==> src/rtl/sctnl_pkg.sv <==
package sctnl_pkg;

    // default sizes
    localparam int DEF_NUM_ROWS   = 256;
    localparam int DEF_MAX_TOPICS = 64;
    localparam int DEF_COUNT_BITS = 32;

    // port field widths
    localparam int ROW_W      = 8;
    localparam int TOPIC_W    = 7;
    localparam int DELTA_W    = 16;
    localparam int CNT_W      = 32;
    localparam int CHG_W      = 2;
    localparam int ST_W       = 2;
    localparam int IN_DATA_W  = 32;
    localparam int OUT_DATA_W = 80;

    // topics_in_use after reset
    localparam logic [TOPIC_W-1:0] TOPICS_RESET = 7'd64;

    // opcodes
    localparam logic OP_ADD  = 1'b0;
    localparam logic OP_READ = 1'b1;

    // list change codes
    localparam logic [CHG_W-1:0] CHG_NONE   = 2'd0;
    localparam logic [CHG_W-1:0] CHG_INSERT = 2'd1;
    localparam logic [CHG_W-1:0] CHG_UNLINK = 2'd2;

    // status codes
    localparam logic [ST_W-1:0] ST_OK         = 2'd0;
    localparam logic [ST_W-1:0] ST_RANGE      = 2'd1;
    localparam logic [ST_W-1:0] ST_CLAMP_ZERO = 2'd2;
    localparam logic [ST_W-1:0] ST_SAT_MAX    = 2'd3;

    typedef enum logic [2:0] {
        S_CLEAR,
        S_IDLE,
        S_CALC,
        S_LINK,
        S_PATCH
    } t_state;

    typedef struct packed {
        logic accept;
        logic clr_step;
        logic calc;
        logic link_wr;
        logic patch_wr;
        logic out_load;
    } t_cmd;

    typedef struct packed {
        logic clr_last;
        logic out_free;
    } t_stat;

endpackage

==> src/rtl/sctnl_ctrl.sv <==
module sctnl_ctrl (
    input  logic              i_clk,
    input  logic              i_rst_n,
    input  logic              i_s_tvalid,
    input  sctnl_pkg::t_stat  i_stat,
    output logic              o_s_tready,
    output sctnl_pkg::t_cmd   o_cmd
);

    sctnl_pkg::t_state r_state;
    sctnl_pkg::t_state n_state;

    always_ff @(posedge i_clk) begin
        if (!i_rst_n) begin
            r_state <= sctnl_pkg::S_CLEAR;
        end else begin
            r_state <= n_state;
        end
    end

    always_comb begin
        n_state = r_state;
        case (r_state)
            sctnl_pkg::S_CLEAR: begin
                if (i_stat.clr_last) n_state = sctnl_pkg::S_IDLE;
            end
            sctnl_pkg::S_IDLE: begin
                if (i_s_tvalid) n_state = sctnl_pkg::S_CALC;
            end
            sctnl_pkg::S_CALC: begin
                n_state = sctnl_pkg::S_LINK;
            end
            sctnl_pkg::S_LINK: begin
                n_state = sctnl_pkg::S_PATCH;
            end
            sctnl_pkg::S_PATCH: begin
                if (i_stat.out_free) n_state = sctnl_pkg::S_IDLE;
            end
            default: begin
                n_state = sctnl_pkg::S_CLEAR;
            end
        endcase
    end

    always_comb begin
        o_cmd      = '0;
        o_s_tready = 1'b0;
        case (r_state)
            sctnl_pkg::S_CLEAR: begin
                o_cmd.clr_step = 1'b1;
            end
            sctnl_pkg::S_IDLE: begin
                o_s_tready   = 1'b1;
                o_cmd.accept = i_s_tvalid;
            end
            sctnl_pkg::S_CALC: begin
                o_cmd.calc = 1'b1;
            end
            sctnl_pkg::S_LINK: begin
                o_cmd.link_wr = 1'b1;
            end
            sctnl_pkg::S_PATCH: begin
                // neighbor patches are idempotent, so they repeat while the
                // output register is still occupied
                o_cmd.patch_wr = 1'b1;
                o_cmd.out_load = i_stat.out_free;
            end
            default: begin
                o_cmd = '0;
            end
        endcase
    end

    // the clearing pass runs once, after reset only
    a_clear_once: assert property (@(posedge i_clk) disable iff (!i_rst_n)
        (r_state != sctnl_pkg::S_CLEAR) |=> (r_state != sctnl_pkg::S_CLEAR))
        else $error("clearing pass re-entered");

    a_ready_idle: assert property (@(posedge i_clk) disable iff (!i_rst_n)
        o_s_tready |-> (r_state == sctnl_pkg::S_IDLE))
        else $error("input ready outside idle");

    a_load_patch: assert property (@(posedge i_clk) disable iff (!i_rst_n)
        o_cmd.out_load |-> (r_state == sctnl_pkg::S_PATCH))
        else $error("result loaded outside patch step");

endmodule

==> config.mk <==
export PLATFORM = sky130hd
export DESIGN_NAME = sctnl_ctrl
export DESIGN_NICKNAME = d
export VERILOG_FILES = /design/src/rtl/sctnl_pkg.sv /design/src/rtl/sctnl_ctrl.sv
export SDC_FILE = /design/constraint.sdc
export NUM_CORES = 1
export LEC_CHECK = 0
export BUFFER_PORTS_ARGS = -buffer_cell sky130_fd_sc_hd__clkbuf_2
export CORE_AREA = 2 2 39 41
export DETAILED_ROUTE_END_ITERATION = 10
export DIE_AREA = 0 0 41 43
export GPL_ROUTABILITY_DRIVEN = 0
export SLEW_MARGIN = 20
export SYNTH_ARGS = -nofsm -noshare
export SYNTH_HDL_FRONTEND = slang
export SYNTH_SLANG_ARGS = --single-unit
export TNS_END_PERCENT = 1
==> constraint.sdc <==
create_clock -name i_clk -period 1.1 [get_ports i_clk]
set_input_delay 0.22 -clock i_clk [delete_from_list [all_inputs] [get_ports i_clk]]
set_output_delay 0.22 -clock i_clk [all_outputs]
set_load 0.01 [all_outputs]
Word level (Yosys, flattened, before mapping)
Index checks and enable logic that the tools add are counted.
{"block": "classes", "muxes": 10, "n_reduce_logical": 2, "eq_ne": 7}
{"op": "3-bit case mux with 5 select lines", "count": 1}
{"op": "3-bit 2-to-1 mux", "count": 3}
{"op": "3-bit by 2-bit equality test with 1-bit output (second input constant)", "count": 2}
{"op": "2-bit != test (second input constant)", "count": 3}
{"op": "1-bit 2-to-1 mux", "count": 5}
{"op": "3-bit by 1-bit equality test with 1-bit output (second input constant)", "count": 1}
{"op": "3-bit equality test (second input constant)", "count": 1}
{"op": "3-bit zero test", "count": 1}
{"op": "3-bit AND reduction", "count": 1}
{"op": "2-bit 2-to-1 mux", "count": 1}
{"block": "totals", "in_bits": 5, "regBits": 3, "word_cells": 20}

Longest topological paths before layout
Gate-level depths: netlist (run 1).
{"block": "depth", "ltp_word": 3, "mapped_depth": 4}

Least setup slack after synthesis (run 1)
Ideal clock, no wire load.
{"block": "synth_timing", "kind": "register -> register", "startpoint": "register r_state[2]", "endpoint": "register r_state[0]", "period_less_slack_ps": 1133, "path_stages_with_launch": 5, "t_required_ps": 980, "setup_slack_ps": -33, "arrival_ps": 1013, "path_cell_list": "dfxtp_1 -> buf_6 -> nor3b_4 -> and2_4 -> o31a_1"}
{"block": "synth_via", "elab_chain_cells": 3}
{"item": "from (decl)", "line": "sctnl_ctrl.sv:10", "rtl": "sctnl_pkg::t_state r_state;"}
{"item": "from (signal assigned)", "line": "sctnl_ctrl.sv:15", "rtl": "r_state <= sctnl_pkg::S_CLEAR;"}
{"item": "from (signal assigned)", "line": "sctnl_ctrl.sv:17", "rtl": "r_state <= n_state;"}
{"item": "3-bit equality test (tied with other cells)", "line": "sctnl_ctrl.sv:23", "rtl": "case (r_state)"}
{"item": "2-bit != test (no source line)"}
{"item": "3-bit AND reduction (no source line)"}
Parallel ways exist; a longest one is shown, timed or not.
A chain may end at the register's enable or synchronous reset.

==> results by group, run 1 <==
Run status
  – Status: finished, violations left
  – Failing checks: setup timing

Logic synthesis
  – Syn Nets: 29
  – Avg Cell Area, Syn: 8.50 um^2
  – Cell variety after synth: 17
  – Seq/Total Area, Yosys: between 20% and 30%
  – Synth Cell Area: 204 um^2
  – Synth Register Bits: 3
  – Syn Inst Count: 24
  – Top cell type's share of synthesized area: 29.4%
  – Synth area leader: dfxtp_1
  – Area contributors post-synth: dfxtp_1 (29%), nor3b_4 (9.2%), nor3_1 (7.4%)
  – YS warnings: 0

Layout
  – Reg with most FFs: r_state
  – Fin util: 27.6%
  – ANT cells: 0
  – Final Net Count: 49
  – Max reg flops: 3
  – Layout Cells excl Fill: around 60
  – Share of layout cells above drive strength 1: between 70 and 80%
  – Fill cell count: 156
  – Synth-to-Final Area Change: 87.1%
  – Leading registers by flop count: r_state (3)

Global route
  – Initial antenna violation count: 0
  – Vias in the first global route: around 230
  – First-pass GRT wire length: 876 um
  – Grt total ovfl: 0
  – GRT Total Usage: between 7 and 8%
  – Largest net degree at the start of global routing: 8

Power and ir drop
  – Flop pwr share: 30.3%
  – Internal: 0.305 mW
  – Net Sw Power: about 0.11 mW
  – Pwr per Cell Area: 1090 mW/mm^2
  – Pleak: 0.189 nW
  – Max IR drop VDD: 440 uV
  – Sw Share: a little over a quarter
  – Clock Power Share: 47.2%
  – Comb power frac: 22.5%

Clocking
  – Worst-skew pair later-pin latency: 230 ps
  – Clock Tree Buf Depth: 2
  – TritonCTS clock tree: yes
  – Clock-pin slew on the worst setup and hold paths: ~40 ps
  – Cts hold-fix bufs: 0
  – Clk sinks: 3
  – CTS buffer count: 3
  – H-tree Lvls: 1
  – Clock Tree Root: clkbuf_4

Min path
  – HP Class: in -> reg

Critical path
  – Worst-path maximum fanout: 5
  – CP arrival: 1070 ps
  – Startpoint types: register
  – Critical path required time: 880 ps
  – Crit. End Element: primary output
  – Class of the most critical setup path: reg -> out

STA
  – Final clock skew: 1.47 ps
  – Slew Limit Fails: 0
  – Hold Violations, Final: 0
  – Slew @ Worst Pin: between 200 and 300 ps
  – Final WS setup: -192 ps
  – Slew HR: slightly above 80%
  – RSZ-0062 raised after global routing: true
  – Final period util: 117%
  – Final setup viols: 7
  – Maximum clock rate: about 0.77 GHz
  – Min Tclk post-route: 1290 ps

Floorplanning
  – Starting density of the core: 14.7%
  – DIE HEIGHT: roughly 43 um
  – Area of the core: about 0.0014 mm^2
  – DIE WIDTH: 41 um
  – Row cnt: 14
  – Die area: approximately 0.0018 mm^2
  – Ports: 12

Place
  – Port bufs: 11
  – Post-Place Cells: 51

Drt
  – Routed length per instance: a little over 9 um
  – Antenna viol nets, final: 0
  – DRC Markers: 0
  – Starting DRT DRC Count: 0
  – Vias: around 240
  – Drt first pass iters: 1
  – Vias per cell: 4.00
  – Final wirelength: 545 um

Flow run
  – MaxCap Viol Count: 0
worst max-delay path, cell delays in order, from the launching register on:
cell and delay, ps:
dfxtp_4 350, nor3b_4 210, and2_4 180, buf_6 90
cell families after synthesis:
| group | Yosys count | share of synthesized area, % |
|---|---|---|
| simple gates | 15 | 48.5 |
| flops | 3 | 29.4 |
| compound gates | 3 | 10.4 |
| buf+inv | 3 | 11.7 |
stage by stage:
step / hold slack, ps / setup slack (ps) / cell area [um^2] / power [mW] / setup TNS, ps
detailed placement: 474 / -31.7 / 278 / 0.196 / -44.8
floorplan: 338 / 5.47 / 204 / 0.168 / 0
finish: 220 / -192 / 382 / 0.416 / -946
global route: 239 / -254 / 382 / 0.441 / -1420
global placement: 467 / -25.4 / 278 / 0.196 / -25.4
CTS: 220 / -217 / 340 / 0.407 / -1130
routing by layer:
metal  GRT usage, %  share of wire (%)
met1           7.35                 36
met2           11.6                 49
met5              0                  0
met4           8.00                3.7
met3           2.62                 11
repair_timing:
item | in CTS | in global routing
resized for setup | 6 | 14
endpoints found under the setup margin | 9 | 8
setup buffers | 3 | 1
pin swaps | 2 | 2
worst paths after layout:
kind | startpoint | end | slack, ps | depth (start not counted)
setup / recovery | r_state[0] | o_cmd[0] | -190 | 3
hold / removal | i_rst_n | r_state[0] | 220 | 2
setup reg to reg | r_state[2] | r_state[0] | 20 | 4
hold reg to reg | r_state[2] | r_state[1] | 690 | 2
power by group through the flow:
stage	sequential (mW)	combinational [mW]	clock [mW]
detailed placement	0.133	0.0630	0
global placement	0.132	0.0638	0
floorplan	0.125	0.0435	0
global route	0.127	0.104	0.210
finish	0.126	0.0937	0.196
CTS	0.127	0.0775	0.203
layout make-up:
| type | count | area [um^2] | area share, % |
|---|---|---|---|
| multi-input combinational | 18 | 143 | 37.4 |
| timing repair buffer | 18 | 124 | 32.5 |
| sequential | 3 | 68.8 | 18.0 |
| clock buffer | 4 | 26.3 | 6.89 |
| tap | 16 | 20.0 | 5.25 |
synthesized netlist by cell type:
master,instances
o21ai_0,1
and3b_1,1
nor3b_1,1
nor4b_1,1
nand2_1,2
and2_4,1
buf_2,1
nor2_1,3
buf_6,1
nor3b_4,1
buf_4,1
nor2b_1,1
o21a_1,1
o31a_1,1
dfxtp_1,3
nand2b_1,1
nor3_1,3
cells in the final DEF, fill, tap and decap left out:
master | netlist | routed
nor4b_1 | 1 | 1
buf_6 | 1 | 3
nor3b_4 | 1 | 1
clkbuf_2 | 0 | 4
dfxtp_2 | 0 | 1
nor2_1 | 3 | 3
and3b_1 | 1 | 1
nand2_1 | 2 | 1
nor2b_2 | 0 | 1
nor3_1 | 3 | 2
o21ai_0 | 1 | 1
and2_4 | 1 | 1
nor3b_2 | 0 | 1
o31a_1 | 1 | 1
nand2_2 | 0 | 1
buf_2 | 1 | 5
buf_4 | 1 | 6
clkbuf_1 | 0 | 1
nor3_2 | 0 | 1
clkbuf_4 | 0 | 3
nand2b_4 | 0 | 1
dfxtp_4 | 0 | 2
o21a_1 | 1 | 1
No activity file was read; power rests on OpenSTA's default activity.
==> inputs of run 2 (changes only) <==
CTS_BUF_LIST = sky130_fd_sc_hd__clkbuf_8 sky130_fd_sc_hd__clkbuf_16   (was default)
==> run 2 against run 1 <==
The flow still finishes with violations (setup timing). Setup slack improved by 18 ps. Power grew 32%. Critical path depth unchanged. Worst hold slack improved by 22 ps. Fmax grew 1.4%. Clock power grew 63%. Combinational power increased by 8%. Sequential cell count unchanged.
==> results by group, run 2 (same netlist as run 1, synthesis figures left out) <==
Run status
  – Status: finished, violations left
  – Failing checks: setup timing

Floorplanning
  – DIE WIDTH: 41 um (unchanged)
  – Starting density of the core: 14.7% (unchanged)
  – DIE HEIGHT: 43 um (unchanged)
  – Row cnt: 14 (unchanged)
  – Area of the core: 0.00138 mm^2 (unchanged)
  – Ports: 12 (unchanged)
  – Die area: 0.00176 mm^2 (unchanged)

Drt
  – Antenna viol nets, final: 0 (unchanged)
  – Final wirelength: 561 um (+2.9%)
  – Routed length per instance: 9.35 um (+1.2%)
  – Vias per cell: 4.10 (+2.5%)
  – Starting DRT DRC Count: 0 (unchanged)
  – Vias: 246 (+4.2%)
  – DRC Markers: 0 (unchanged)
  – Drt first pass iters: 1 (unchanged)

Critical path
  – Flop-to-flop setup slack: 20 ps (about the same)
  – Critical path required time: 880 ps (about the same)
  – Reg2Reg Depth: 4 (unchanged)
  – Crit. End Element: primary output
  – CP arrival: 1050 ps (-20 ps)
  – Worst setup path endpoint: o_cmd[0]
  – Worst-path maximum fanout: 5 (unchanged)
  – Startpoint types: register
  – RR Endpoint: r_state[0]
  – RR Startpoint: r_state[2]
  – CP startpoint: r_state[0]
  – Class of the most critical setup path: reg -> out

Power and ir drop
  – Clock Power Share: 58.5% (+11 points)
  – Total power: 0.547 mW (+32%)
  – Net Sw Power: 0.134 mW (+21%)
  – Pwr per Cell Area: 1330 mW/mm^2 (+22%)
  – Max IR drop VDD: 737 uV (+68%)
  – Pleak: 0.208 nW (+9.7%)
  – Sw Share: 24.5% (-2.2 points)
  – Comb power frac: 18.5% (-4.0 points)
  – Internal: 0.413 mW (+35%)
  – Flop pwr share: 23.0% (-7.3 points)

Layout
  – Max reg flops: 3 (unchanged)
  – Final Net Count: 50 (+2.0%)
  – Fill cell count: 151 (-3.2%)
  – Post-route cell area: 410 um^2 (+7.5%)
  – Leading registers by flop count: r_state (3)
  – Most frequent cells in the layout: buf_4 (7), buf_2 (5), clkbuf_2 (4)
  – Synth-to-Final Area Change: 101%
  – Share of layout cells above drive strength 1: 72.7% (+0.63 points)
  – Layout Cells excl Fill: 60 (+1.7%)
  – Most common cell after layout, fill and taps aside: buf_4
  – ANT cells: 0 (unchanged)
  – Reg with most FFs: r_state

Clocking
  – H-tree Lvls: 1 (unchanged)
  – Clock Tree Buf Depth: 2 (unchanged)
  – Clock-pin slew on the worst setup and hold paths: 30 ps (about the same)
  – TritonCTS clock tree: yes
  – Worst-skew pair later-pin latency: 220 ps (about the same)
  – Clk sinks: 3 (unchanged)
  – Clock Tree Root: clkbuf_8
  – CTS buffer count: 3 (unchanged)

Min path
  – Hold_sp: i_rst_n
  – HP Class: in -> reg

STA
  – Final clock skew: 0.258 ps (-1.21 ps)
  – Slew @ Worst Pin: 288 ps (+1.43 ps)
  – Final period util: 116% (-1.7 points)
  – Slew Limit Fails: 0 (unchanged)
  – Total negative setup slack: -814 ps (+133 ps)
  – Final WS setup: -174 ps (+18.3 ps)
  – Final setup viols: 7 (unchanged)
  – Maximum clock rate: 0.785 GHz (+1.4%)
  – Slew HR: 80.5% (-0.096 points)
  – Hold Violations, Final: 0 (unchanged)
  – Min Tclk post-route: 1270 ps (-18.3 ps)
  – RSZ-0062 raised after global routing: true

Global route
  – Largest net degree at the start of global routing: 8 (unchanged)
  – GRT Total Usage: 8.42% (+0.70 points)
  – Grt total ovfl: 0 (unchanged)
  – First-pass GRT wire length: 917 um (+4.7%)
  – Initial antenna violation count: 0 (unchanged)
  – Vias in the first global route: 249 (+9.2%)

Place
  – Port bufs: 11 (unchanged)
  – Post-Place Cells: 51 (unchanged)
  – Placed cell area: 278 um^2 (unchanged)
  – Dpl ws: -31.7 ps (unchanged)

Flow run
  – MaxCap Viol Count: 0 (unchanged)
==> run 2: repair_timing <==
item	4_1_cts	5_1_grt
gates resized for setup	6	14
pin swaps	2	3
buffers inserted	3	2
endpoints found under the setup margin	9	8
hold buffers	0	0
==> run 2: power groups by stage <==
stage | clock network, mW | registers [mW] | logic [mW]
floorplan | 0 | 0.125 | 0.0435
global placement | 0 | 0.132 | 0.0638
detailed placement | 0 | 0.133 | 0.0630
CTS | 0.326 | 0.127 | 0.0775
global route | 0.333 | 0.128 | 0.111
finish | 0.320 | 0.126 | 0.101
==> run 2: how the worst min path moves through the flow <==
stage	slack, ps	depth (start not counted)	endpoint
after floorplan	340	1	r_state[2]
after global placement	470	2	r_state[2]
after detailed placement	470	2	r_state[2]
after CTS	240	2	r_state[0]
after global routing	260	2	r_state[0]
final	240	2	r_state[0]
==> run 2: per-stage QoR <==
stage / util [%] / hold WS [ps]
2_1_floorplan: - / 338
3_3_place_gp: 20.1 / 467
3_5_place_dp: 20.1 / 474
4_1_cts: 25.9 / 238
5_1_grt: 29.7 / 258
6_report: 29.7 / 241
==> run 2: final cells by class <==
type / instances / area [um^2] / area share [%]
clock buffer: 3 / 41.3 / 10.1
timing repair buffer: 19 / 131 / 32.0
clock inverter: 1 / 3.75 / 0.915
sequential: 3 / 68.8 / 16.8
tap: 16 / 20.0 / 4.88
multi-input combinational: 18 / 145 / 35.4
==> run 2: worst max-delay path: stages (launching register included) <==
cell     delay [ps]
dfxtp_4         350
nor3b_4         210
and2_4          180
buf_6            90
==> run 2: routing by layer <==
metal / global-route usage [%] / vias up / share of wire [%]
met3: 4.19 / 2 / 8.9
met5: 0 / - / 0
met1: 7.35 / 114 / 37
met2: 11.9 / 10 / 50
li1: - / 120 / -
met4: 10.0 / 0 / 4.3
==> inputs of run 3 (changes only) <==
CORE_AREA = 10 10 47 49   (was 2 2 39 41)
DIE_AREA = 0 0 57 59   (was 0 0 41 43)
SKIP_LAST_GASP = 1   (was default)
==> run 3 against run 2 <==
The flow still finishes with violations (setup timing). Sequential power is 4% higher. Non-clock buffer count shrank 3. Clock skew about the same. Sequential share of layout area increased by 2.5 points. Count of clock-buffer cells in the layout stayed put. Worst hold slack got worse by 6.1 ps. Cell area decreased by 13%. Fmax rose by 0.62%. Setup slack better by 7.9 ps. Core utilization fell by 4.1 points.
==> results by group, run 3 (same netlist as run 1, synthesis figures left out) <==
Global route
  – First-pass GRT wire length: 1130 um (+23%)
  – Largest net degree at the start of global routing: 9 (+1)
  – Grt total ovfl: 0 (unchanged)
  – GRT Total Usage: 4.48% (-3.9 points)
  – Initial antenna violation count: 0 (unchanged)
  – Vias in the first global route: 236 (-5.2%)

Drt
  – DRC Markers: 0 (unchanged)
  – Vias per cell: 3.93 (-4.2%)
  – Drt first pass iters: 2 (+1)
  – Antenna viol nets, final: 0 (unchanged)
  – Final wirelength: 674 um (+20%)
  – Vias: 224 (-8.9%)
  – Starting DRT DRC Count: 8 (+8)
  – Routed length per instance: 11.8 um (+26%)

Critical path
  – Class of the most critical setup path: reg -> out
  – CP startpoint: r_state[0]
  – Worst setup path endpoint: o_cmd[0]
  – Critical-path cell list: nor3b_4 -> and2_4 -> buf_6
  – RR Endpoint: r_state[0]
  – CP arrival: 1050 ps (about the same)
  – RR Startpoint: r_state[1]
  – Startpoint types: register
  – Flop-to-flop setup slack: 50 ps (+30 ps)
  – Worst-path maximum fanout: 8 (+3)
  – Critical path required time: 880 ps (about the same)
  – CP peak stage delay: 360 ps (about the same)
  – Reg2Reg Depth: 4 (unchanged)
  – Critical Path Slowest Stage Cell: dfxtp_4
  – Crit. End Element: primary output

Place
  – Post-Place Cells: 53 (+3.9%)
  – Port bufs: 11 (unchanged)
  – DP Wirelength: 519 um

Clocking
  – TritonCTS clock tree: yes
  – Clock Tree Buf Depth: 2 (unchanged)
  – Clock-pin slew on the worst setup and hold paths: 30 ps (about the same)
  – Worst-skew pair later-pin latency: 220 ps (about the same)
  – Clk sinks: 3 (unchanged)
  – Clock Tree Root: clkbuf_8
  – CTS buffer count: 3 (unchanged)
  – Setup Buffers After CTS: 0 (-3)
  – H-tree Lvls: 1 (unchanged)

Layout
  – Leading registers by flop count: r_state (3)
  – Most frequent cells in the layout: clkbuf_2 (10), buf_4 (5), nor2_1 (3), nor3_1 (3), clkbuf_8 (3)
  – Most common cell after layout, fill and taps aside: clkbuf_2
  – Reg with most FFs: r_state
  – Final Net Count: 47 (-6.0%)
  – Share of layout cells above drive strength 1: 61.0% (-12 points)
  – Fin util: 25.5% (-4.1 points)
  – ANT cells: 0 (unchanged)
  – Max reg flops: 3 (unchanged)
  – Synth-to-Final Area Change: 75.5%
  – Layout Cells excl Fill: 57 (-5.0%)

Floorplanning
  – DIE WIDTH: 57 um (+39%)
  – DIE HEIGHT: 59 um (+37%)
  – Ports: 12 (unchanged)
  – Die area: 0.00336 mm^2 (+91%)
  – Area of the core: 0.00140 mm^2 (+1.3%)
  – Row cnt: 14 (unchanged)
  – Starting density of the core: 14.6% (-0.18 points)

STA
  – Slew Limit Fails: 0 (unchanged)
  – Maximum clock rate: 0.790 GHz (+0.62%)
  – RSZ-0062 raised after global routing: true
  – Final period util: 115% (-0.71 points)
  – Slew @ Worst Pin: 314 ps (+25.8 ps)
  – Final WS setup: -166 ps (+7.86 ps)
  – Final clock skew: 0.734 ps (+0.476 ps)
  – Hold Violations, Final: 0 (unchanged)
  – Final setup viols: 7 (unchanged)
  – Slew HR: 78.8% (-1.7 points)
  – Min Tclk post-route: 1270 ps (-7.86 ps)

Run status
  – Failing checks: setup timing
  – Status: finished, violations left

Power and ir drop
  – Max IR drop VDD: 587 uV (-20%)
  – Pwr per Cell Area: 1450 mW/mm^2 (+8.8%)
  – Total power: 0.519 mW (-5.1%)
  – Pleak: 0.178 nW (-14%)

Min path
  – Hold_sp: i_rst_n
  – Cells on Worst Hold Path: 2 (unchanged)
  – HP Class: in -> reg

Flow run
  – MaxCap Viol Count: 0 (unchanged)
run 3: changes by cell type in the layout (fill, tap and decap cells not counted), sizes merged:
cell,delta
clkbuf,+6
buf,-9
run 3: repair_timing:
| action | in CTS | in global routing |
|---|---|---|
| resized for setup | 4 | 5 |
| pin swaps | 2 | 2 |
| setup endpoints to repair | 8 | 8 |
| hold buffers | 0 | 0 |
run 3: how the worst min path moves through the flow:
stage                      end  slack [ps]
global route        r_state[2]         240
floorplan           r_state[2]         340
global placement    r_state[2]         470
finish              r_state[2]         240
CTS                 r_state[0]         240
detailed placement  r_state[2]         460
run 3: through the flow:
step	setup slack (ps)	cell area [um^2]	hold slack (ps)	TNS, ps
2_1_floorplan	5.47	204	338	0
3_3_place_gp	6.74	293	466	0
3_5_place_dp	-10.9	293	464	-21.0
4_1_cts	-197	344	236	-1010
5_1_grt	-218	358	244	-1290
6_report	-166	358	235	-853
run 3: metal layers:
metal	GRT usage (%)	wire [um]	vias up
li1	-	-	116
met1	4.12	259	98
met2	6.20	333	8
met3	4.29	75	2
met4	3.02	6	0
met5	0	0	-
run 3: final cells by class:
cell class | instances | area (um^2)
Timing Repair Buffer | 16 | 98.8
Sequential cell | 3 | 68.8
Tap cell | 16 | 20.0
Multi-Input combinational cell | 18 | 125
Fill cell | 167 | 1040
Clock buffer | 3 | 41.3
Clock inverter | 1 | 3.75
run 3: worst max-delay path, delay by kind of cell (launching register included):
kind,cells,cell delay (ps)
and+or+nand+nor,2,370
DFF,1,360
buffers and inverters,1,100
run 3: power by group:
group / internal [mW] / switching, mW / leakage [nW]
Sequential: 0.116 / 0.0150 / 0.0264
Clock: 0.238 / 0.0770 / 0.0269
Combinational: 0.0399 / 0.0329 / 0.125
Total: 0.394 / 0.125 / 0.178
